===== src/rtl/cfi_pkg.sv =====
// ----------------------------------------------------------------------------
// cfi_pkg: shared types and constants of the color fade interpolator
// Register indexes, reset values, datapath widths and the divider handshake.
// ----------------------------------------------------------------------------
`default_nettype none

package cfi_pkg;

  // register indexes on the configuration port
  localparam logic [1:0] REG_START_COLOR = 2'd0;
  localparam logic [1:0] REG_END_COLOR   = 2'd1;
  localparam logic [1:0] REG_FADE_PERIOD = 2'd2;
  localparam logic [1:0] REG_PING_PONG   = 2'd3;

  // reset values of the registers
  localparam logic [31:0] START_COLOR_RST = 32'hFF00_00FF;
  localparam logic [31:0] END_COLOR_RST   = 32'hFFFF_0000;
  localparam logic [15:0] FADE_PERIOD_RST = 16'd500;

  // datapath widths
  localparam int unsigned ChanW  = 8;              // one color channel
  localparam int unsigned TickW  = 16;             // ticks and period
  localparam int unsigned DvdW   = ChanW + TickW;  // product of delta and time
  localparam int unsigned QuoW   = ChanW;          // quotient stays below 256
  localparam int unsigned BitsPerCyc = 2;          // quotient bits per cycle
  localparam int unsigned DivCycles  = QuoW / BitsPerCyc;
  localparam int unsigned DivCntW    = $clog2(DivCycles);

  // request into the shared divider
  typedef struct packed {
    logic              start;
    logic [DvdW-1:0]   dividend;
    logic [TickW-1:0]  divisor;
  } div_req_t;

  // status out of the shared divider
  typedef struct packed {
    logic             done;
    logic [QuoW-1:0]  quotient;
  } div_rsp_t;

endpackage : cfi_pkg

`default_nettype wire


===== src/rtl/cfi_div.sv =====
// ----------------------------------------------------------------------------
// cfi_div: iterative restoring divider
// Divides a 24-bit product by the 16-bit period, two quotient bits per cycle.
// The caller guarantees the quotient fits in eight bits.
// ----------------------------------------------------------------------------
`default_nettype none

module cfi_div
  import cfi_pkg::*;
(
  input  wire logic     clk,
  input  wire logic     rst_n,
  input  wire div_req_t req,
  output div_rsp_t      rsp
);

  logic [TickW-1:0]   rem_r,  rem_nxt;
  logic [QuoW-1:0]    low_r,  low_nxt;   // dividend bits still to bring down
  logic [QuoW-1:0]    quo_r,  quo_nxt;
  logic [DivCntW-1:0] cnt_r,  cnt_nxt;
  logic               busy_r, busy_nxt;
  logic               done_r, done_nxt;

  // two restoring steps per cycle
  logic [TickW:0]   trial_a, trial_b;
  logic [TickW-1:0] rem_a, rem_b;
  logic             qbit_a, qbit_b;

  always_comb begin
    trial_a = {rem_r, low_r[QuoW-1]};
    qbit_a  = (trial_a >= {1'b0, req.divisor});
    rem_a   = qbit_a ? TickW'(trial_a - {1'b0, req.divisor}) : trial_a[TickW-1:0];
    trial_b = {rem_a, low_r[QuoW-2]};
    qbit_b  = (trial_b >= {1'b0, req.divisor});
    rem_b   = qbit_b ? TickW'(trial_b - {1'b0, req.divisor}) : trial_b[TickW-1:0];
  end

  // sequencing of the iterations
  always_comb begin
    rem_nxt  = rem_r;
    low_nxt  = low_r;
    quo_nxt  = quo_r;
    cnt_nxt  = cnt_r;
    busy_nxt = busy_r;
    done_nxt = 1'b0;
    if (req.start) begin
      rem_nxt  = req.dividend[DvdW-1:QuoW];
      low_nxt  = req.dividend[QuoW-1:0];
      quo_nxt  = '0;
      cnt_nxt  = '0;
      busy_nxt = 1'b1;
    end else if (busy_r) begin
      rem_nxt = rem_b;
      low_nxt = {low_r[QuoW-3:0], 2'b00};
      quo_nxt = {quo_r[QuoW-3:0], qbit_a, qbit_b};
      cnt_nxt = DivCntW'(cnt_r + 1'b1);
      if (cnt_r == DivCntW'(DivCycles - 1)) begin
        busy_nxt = 1'b0;
        done_nxt = 1'b1;
      end
    end
  end

  always_ff @(posedge clk) begin
    if (!rst_n) begin
      busy_r <= 1'b0;
      done_r <= 1'b0;
      cnt_r  <= '0;
    end else begin
      busy_r <= busy_nxt;
      done_r <= done_nxt;
      cnt_r  <= cnt_nxt;
    end
  end

  always_ff @(posedge clk) begin
    rem_r <= rem_nxt;
    low_r <= low_nxt;
    quo_r <= quo_nxt;
  end

  assign rsp.done     = done_r;
  assign rsp.quotient = quo_r;

endmodule : cfi_div

`default_nettype wire


===== src/rtl/color_fade_interpolator.sv =====
// ----------------------------------------------------------------------------
// color_fade_interpolator: linear RGBA fade with one-shot and ping-pong modes
// Sequencer around one shared divider, one channel at a time.
// ----------------------------------------------------------------------------
// The fade time and direction of each input transaction are updated at its
// acceptance edge. Each of the four channels then forms delta times time and
// starts the divider in ST_MUL, waits in ST_DIV while the divider works out
// the quotient two bits at a time, and applies the quotient once the divider
// is done. The push state then loads the output register. The block is ready
// again in the cycle that the result becomes valid, so a new transaction is
// taken only once the last one has its result. The block takes a new
// transaction only in its idle state, but a finished result may wait in the
// output register while the next one is already accepted. A result that finds
// the output register still full holds the sequencer in its push state.
// Configuration writes apply at once and are meant to be made while the block
// is idle; they never change the fade state.
`default_nettype none

module color_fade_interpolator
  import cfi_pkg::*;
(
  input  wire logic        clk,
  input  wire logic        rst_n,
  // configuration port
  input  wire logic        cfg_wr_en,
  input  wire logic [1:0]  cfg_addr,
  input  wire logic [31:0] cfg_wdata,
  // input stream
  input  wire logic        in_tvalid,
  output logic             in_tready,
  input  wire logic [31:0] in_tdata,   // time_step [15:0], item_age [31:16]
  // result stream
  output logic             out_tvalid,
  input  wire logic        out_tready,
  output logic [31:0]      out_tdata   // red [7:0], green [15:8], blue [23:16],
                                       // alpha [31:24]
);

  localparam logic [1:0] ST_IDLE = 2'd0;
  localparam logic [1:0] ST_MUL  = 2'd1;
  localparam logic [1:0] ST_DIV  = 2'd2;
  localparam logic [1:0] ST_PUSH = 2'd3;

  // configuration registers
  logic [31:0]      start_color_r;
  logic [31:0]      end_color_r;
  logic [TickW-1:0] fade_period_r;
  logic             ping_pong_r;

  always_ff @(posedge clk) begin
    if (!rst_n) begin
      start_color_r <= START_COLOR_RST;
      end_color_r   <= END_COLOR_RST;
      fade_period_r <= FADE_PERIOD_RST;
      ping_pong_r   <= 1'b0;
    end else if (cfg_wr_en) begin
      case (cfg_addr)
        REG_START_COLOR: start_color_r <= cfg_wdata;
        REG_END_COLOR:   end_color_r   <= cfg_wdata;
        REG_FADE_PERIOD: fade_period_r <= cfg_wdata[TickW-1:0];
        REG_PING_PONG:   ping_pong_r   <= cfg_wdata[0];
        default: ;
      endcase
    end
  end

  // sequencer and datapath registers
  logic [1:0]       state_r,    state_nxt;
  logic [1:0]       ch_r,       ch_nxt;
  logic [TickW-1:0] elapsed_r,  elapsed_nxt;
  logic             rev_r,      rev_nxt;
  logic [TickW-1:0] t_r,        t_nxt;
  logic             to_end_r,   to_end_nxt;   // one-shot age at or past period
  logic [31:0]      from_r,     from_nxt;
  logic [31:0]      to_r,       to_nxt;
  logic [ChanW-1:0] a_r,        a_nxt;
  logic [ChanW-1:0] b_r,        b_nxt;
  logic             up_r,       up_nxt;
  logic [31:0]      res_r,      res_nxt;
  logic             out_vld_r,  out_vld_nxt;
  logic [31:0]      out_dat_r,  out_dat_nxt;

  div_req_t div_req;
  div_rsp_t div_rsp;

  logic [TickW-1:0] in_step, in_age;
  logic [TickW:0]   sum;
  logic             in_fire, out_fire;
  logic [ChanW-1:0] ch_a, ch_b, mag;
  logic [ChanW-1:0] chan_val;

  assign in_step  = in_tdata[TickW-1:0];
  assign in_age   = in_tdata[2*TickW-1:TickW];
  assign in_fire  = in_tvalid && in_tready;
  assign out_fire = out_vld_r && out_tready;
  assign sum      = {1'b0, elapsed_r} + {1'b0, in_step};

  // channel operands for the multiply ahead of the divider
  assign ch_a = from_r[ch_r*ChanW +: ChanW];
  assign ch_b = to_r[ch_r*ChanW +: ChanW];
  assign mag  = (ch_b >= ch_a) ? ChanW'(ch_b - ch_a) : ChanW'(ch_a - ch_b);

  always_comb begin
    div_req.start    = (state_r == ST_MUL);
    div_req.dividend = DvdW'(mag) * DvdW'(t_r);
    div_req.divisor  = fade_period_r;
  end

  // channel result once the quotient is in
  always_comb begin
    if (to_end_r) begin
      chan_val = b_r;
    end else if (t_r == '0) begin
      chan_val = a_r;
    end else if (up_r) begin
      chan_val = ChanW'(a_r + div_rsp.quotient);
    end else begin
      chan_val = ChanW'(a_r - div_rsp.quotient);
    end
  end

  always_comb begin
    state_nxt   = state_r;
    ch_nxt      = ch_r;
    elapsed_nxt = elapsed_r;
    rev_nxt     = rev_r;
    t_nxt       = t_r;
    to_end_nxt  = to_end_r;
    from_nxt    = from_r;
    to_nxt      = to_r;
    a_nxt       = a_r;
    b_nxt       = b_r;
    up_nxt      = up_r;
    res_nxt     = res_r;
    out_vld_nxt = out_fire ? 1'b0 : out_vld_r;
    out_dat_nxt = out_dat_r;
    case (state_r)
      ST_IDLE: begin
        if (in_fire) begin
          // fade time and direction for this update
          if (ping_pong_r) begin
            if (sum >= {1'b0, fade_period_r}) begin
              rev_nxt     = !rev_r;
              elapsed_nxt = '0;
            end else begin
              elapsed_nxt = sum[TickW-1:0];
            end
            t_nxt      = elapsed_nxt;
            to_end_nxt = 1'b0;
          end else begin
            t_nxt      = in_age;
            to_end_nxt = (in_age >= fade_period_r);
          end
          from_nxt  = rev_nxt ? end_color_r : start_color_r;
          to_nxt    = rev_nxt ? start_color_r : end_color_r;
          ch_nxt    = '0;
          state_nxt = ST_MUL;
        end
      end
      ST_MUL: begin
        a_nxt     = ch_a;
        b_nxt     = ch_b;
        up_nxt    = (ch_b >= ch_a);
        state_nxt = ST_DIV;
      end
      ST_DIV: begin
        if (div_rsp.done) begin
          res_nxt[ch_r*ChanW +: ChanW] = chan_val;
          if (ch_r == 2'd3) begin
            state_nxt = ST_PUSH;
          end else begin
            ch_nxt    = 2'(ch_r + 1'b1);
            state_nxt = ST_MUL;
          end
        end
      end
      ST_PUSH: begin
        if (!out_vld_r || out_tready) begin
          out_vld_nxt = 1'b1;
          out_dat_nxt = res_r;
          state_nxt   = ST_IDLE;
        end
      end
      default: state_nxt = ST_IDLE;
    endcase
  end

  always_ff @(posedge clk) begin
    if (!rst_n) begin
      state_r   <= ST_IDLE;
      ch_r      <= '0;
      elapsed_r <= '0;
      rev_r     <= 1'b0;
      out_vld_r <= 1'b0;
    end else begin
      state_r   <= state_nxt;
      ch_r      <= ch_nxt;
      elapsed_r <= elapsed_nxt;
      rev_r     <= rev_nxt;
      out_vld_r <= out_vld_nxt;
    end
  end

  always_ff @(posedge clk) begin
    t_r       <= t_nxt;
    to_end_r  <= to_end_nxt;
    from_r    <= from_nxt;
    to_r      <= to_nxt;
    a_r       <= a_nxt;
    b_r       <= b_nxt;
    up_r      <= up_nxt;
    res_r     <= res_nxt;
    out_dat_r <= out_dat_nxt;
  end

  // shared divider
  cfi_div u_div (
    .clk   (clk),
    .rst_n (rst_n),
    .req   (div_req),
    .rsp   (div_rsp)
  );

  assign in_tready  = (state_r == ST_IDLE);
  assign out_tvalid = out_vld_r;
  assign out_tdata  = out_dat_r;

  // accepted transaction always starts the first channel
  a_accept_starts: assert property (@(posedge clk) disable iff (!rst_n)
    in_fire |=> (state_r == ST_MUL) && (ch_r == 2'd0))
    else $error("accepted transaction did not start channel 0");

  // divider reports completion only while the sequencer waits for it
  a_div_done_in_wait: assert property (@(posedge clk) disable iff (!rst_n)
    div_rsp.done |-> (state_r == ST_DIV))
    else $error("divider done outside the wait state");

  // result is pushed only after the last channel
  a_push_after_last: assert property (@(posedge clk) disable iff (!rst_n)
    (state_r == ST_PUSH) |-> (ch_r == 2'd3))
    else $error("push state reached before the last channel");

endmodule : color_fade_interpolator

`default_nettype wire

===== config.mk =====
export PLATFORM = sky130hd
export DESIGN_NAME = color_fade_interpolator
export DESIGN_NICKNAME = d
export VERILOG_FILES = /design/src/rtl/cfi_pkg.sv /design/src/rtl/cfi_div.sv /design/src/rtl/color_fade_interpolator.sv
export SDC_FILE = /design/constraint.sdc
export NUM_CORES = 1
export LEC_CHECK = 0
export ABC_AREA = 1
export BUFFER_PORTS_ARGS = -buffer_cell sky130_fd_sc_hd__buf_4
export CAP_MARGIN = 10
export CELL_PAD_IN_SITES_DETAIL_PLACEMENT = 0
export CELL_PAD_IN_SITES_GLOBAL_PLACEMENT = 2
export CORE_ASPECT_RATIO = 2
export CORE_UTILIZATION = 38
export DETAILED_ROUTE_END_ITERATION = 12
export PLACE_DENSITY = 0.82
export REMOVE_ABC_BUFFERS = 1
export SYNTH_ARGS = -nofsm -noshare
export SYNTH_HDL_FRONTEND = slang
export SYNTH_SLANG_ARGS = --single-unit

===== constraint.sdc =====
create_clock -name clk -period 11.7 [get_ports clk]
set_clock_uncertainty 0.1 [all_clocks]
set_input_delay 1.17 -clock clk [delete_from_list [all_inputs] [get_ports clk]]
set_output_delay 1.17 -clock clk [all_outputs]
set_load 0.1 [all_outputs]

==> flow_summary.json <==
{
  "status": "finished clean",
  "ant_nets": 0,
  "clkTransAtPathRegs_ns": 0.07,
  "grt_pass1_wl_mm": 102.4,
  "netlist_instances": 2524,
  "cts.repair.resized": 0,
  "slowest_delay_ns": 0.58,
  "worst-path-buf-inv": 5,
  "die_w_microns": 167,
  "vias": 17184,
  "maxSlewViolCount": 0,
  "fill_cells": 5427,
  "core_area_sq_mm": 0.05360,
  "setup_viol": 0,
  "busiest_layer": "met2",
  "critPathMostFrequentCell": "nand2_1",
  "gp_congestion": 0.9233,
  "grt_remaining_overflow": 0,
  "synth_edf_count": 186,
  "syn_area_sq_mm": 0.02069,
  "grt_usage": 0.2444,
  "cp_top_family": "adder cells",
  "synth-seq-area-share": 0.3812,
  "worst_pin_slew_ns": 1.080,
  "crit_fanout": 39,
  "cts_tree": "yes",
  "grt_pass1_vias": 17362,
  "drt-wirelength-per-cell_microns": 20.62,
  "hpwl_mm": 53.66,
  "tns_ns": 0,
  "layout-drive-gt1-share": 0.08617,
  "avgViaCountPerCell": 5.236,
  "crit_arrival_ns": 8.57,
  "synthTopCellsByArea": "edfxtp_1 (27%), dfxtp_1 (11%), nand2_1 (11%)",
  "drc_errors": 0,
  "die_h_microns": 332,
  "root_buffer": "clkbuf_16",
  "grtUsageMet2": 0.4828,
  "area_growth_pct": 11.19,
  "rows": 120,
  "use_met1": 0.2651,
  "maxCapViolCount": 0,
  "cts_setup_buffers": 0,
  "fin_crit_ns": 8.299,
  "syn_avg_cell_area_sq_um": 8.198,
  "synth_warnings": 0,
  "cts_hold_buf": 0,
  "hold_viol_final": 0,
  "fmax_mhz": 120.5,
  "slew-limit-headroom": 0.2802,
  "cts_inserted_buffers": 30,
  "worstPathRequired_ns": 11.97,
  "first_pass_iters": 5,
  "rsz0062_at_grt": "false",
  "netlist.area_leader.share": 0.2699,
  "async_flop_share": 0,
  "hp-class": "flip-flop to flip-flop",
  "critPathCaptureType": "flip-flop",
  "startpoint_type": "flip-flop",
  "grt_max_degree": 83,
  "drt-initial-drc-count": 980,
  "port_buffers": 104,
  "crit_type": "flip-flop to flip-flop",
  "start_util": 0.3860,
  "ys_ff_latch": 301,
  "met3_usage": 0.01668,
  "die_area_sq_mm": 0.05544,
  "dominantRegCellSynth": "edfxtp_1",
  "final_nets": 2901,
  "clock_path_buffers": 3,
  "yosys.area.top_type": "edfxtp_1",
  "diodes": 0,
  "clock-sinks": 301,
  "cp_slowest_cell": "fa_1",
  "period_share": 0.7093,
  "antenna_found_initial": 0,
  "htreeDepth": 1,
  "clkLatencyLatePin_ns": 0.62,
  "drt-total-wl_mm": 67.67,
  "io_pins": 105,
  "yosysUniqueCellTypes": 54
}
## path summary, 6_finish.rpt
| path | start | slack (ns) | cells past startpoint | to |
|---|---|---|---|---|
| worst max-delay path | ch_r[0] | 3.40 | 30 | u_div.rem_r[7] |
| worst min register to register | res_r[13] | 0.32 | 0 | out_tdata[13] |
| worst min-delay path | res_r[13] | 0.32 | 0 | out_tdata[13] |
| worst max register to register | ch_r[0] | 3.40 | 30 | u_div.rem_r[7] |
## layout make-up
| cell class | count | area, sq um | share of cell area |
|---|---|---|---|
| tap | 671 | 839.6 | 0.03649 |
| clock inverter | 16 | 163.9 | 0.007124 |
| sequential | 301 | 7888 | 0.3428 |
| clock buffer | 40 | 808.3 | 0.03513 |
| timing repair buffer | 121 | 920.9 | 0.04003 |
| inverter | 296 | 1112 | 0.04835 |
| multi-input combinational | 1837 | 11270 | 0.4900 |
## worst register-to-register path: cells and delay by family (launching register included)
kind	cells	cell delay, ns
buffers and inverters	5	0.85
AOI/OAI and AO/OA	7	1.90
adders and majority gates	6	2.77
and+or+nand+nor	12	2.12
DFF	1	0.32
## cells in the final DEF (no fill, tap or decap), types with 13 or more instances in the layout
| cell | count |
|---|---|
| nand2_1 | 602 |
| xor2_1 | 36 |
| a32oi_1 | 15 |
| buf_4 | 120 |
| clkbuf_16 | 30 |
| o211ai_1 | 13 |
| dfxtp_1 | 115 |
| fa_1 | 90 |
| edfxtp_1 | 186 |
| xnor2_1 | 27 |
| nand4_1 | 23 |
| ha_1 | 153 |
| nand3_2 | 14 |
| nor3_1 | 22 |
| inv_1 | 279 |
| nand3_1 | 181 |
| o21ai_0 | 134 |
| nor2_1 | 272 |
| a21oi_1 | 144 |
| or2_2 | 14 |
## cell usage after synthesis (all sizes together) (2+ instances only)
cell      n
a211oi    8
nand2   610
nor2    277
a41oi     2
nand4    23
a21oi   146
or2      16
a31oi     2
clkinv    8
o21a      4
o21ai   150
fa       90
inv     288
ha      153
o22ai     8
xnor2    27
buf      39
a21o     10
edfxtp  186
a32oi    15
a21boi    4
o21bai    4
o31ai     3
nand3b    3
xor2     36
nor3     23
o211ai   13
clkbuf   51
nand3   196
dfxtp   115
nor4      3
o221ai    5
## layer usage
metal | vias to the layer above | wire length [microns]
met5 | - | 0
met4 | 0 | 2478
met3 | 87 | 1827
met2 | 357 | 37570
met1 | 8288 | 25790
li1 | 8452 | -
## sequential cells by signal, indices dropped and copies added, names as in the netlist, 8 cells and up
register       flops
end_color_r       32
from_r            32
out_tdata         32
res_r             32
start_color_r     32
to_r              32
elapsed_r         16
fade_period_r     16
t_r               16
u_div.rem_r       16
a_r                8
b_r                8
u_div.low_r        8
u_div.quo_r        8
## stage by stage
stage / util / cell area [sq um] / worst slack [ns] / std cells / hold slack (ns)
after floorplan: - / 20250 / 4.264 / 2434 / 0.3003
after global placement: 0.4107 / 22010 / 3.501 / 3225 / 0.3021
after detailed placement: 0.4107 / 22010 / 3.446 / 3225 / 0.3045
after CTS: 0.4289 / 22990 / 3.434 / 3281 / 0.3213
after global routing: 0.4292 / 23010 / 2.743 / 3282 / 0.3261
final: 0.4292 / 23010 / 3.401 / 3282 / 0.3175
## cell families after synthesis
family / share of synthesized area
AOI/OAI and AO/OA: 0.1035
xor gates and xnor gates: 0.02667
adders and majority gates: 0.1796
buffers and inverters: 0.07486
DFF: 0.3812
muxes: 0.0004838
and+or+nand+nor: 0.2337
Power is not shown: default switching activity piles up to over one toggle a cycle in this logic, so the estimate is an artifact.
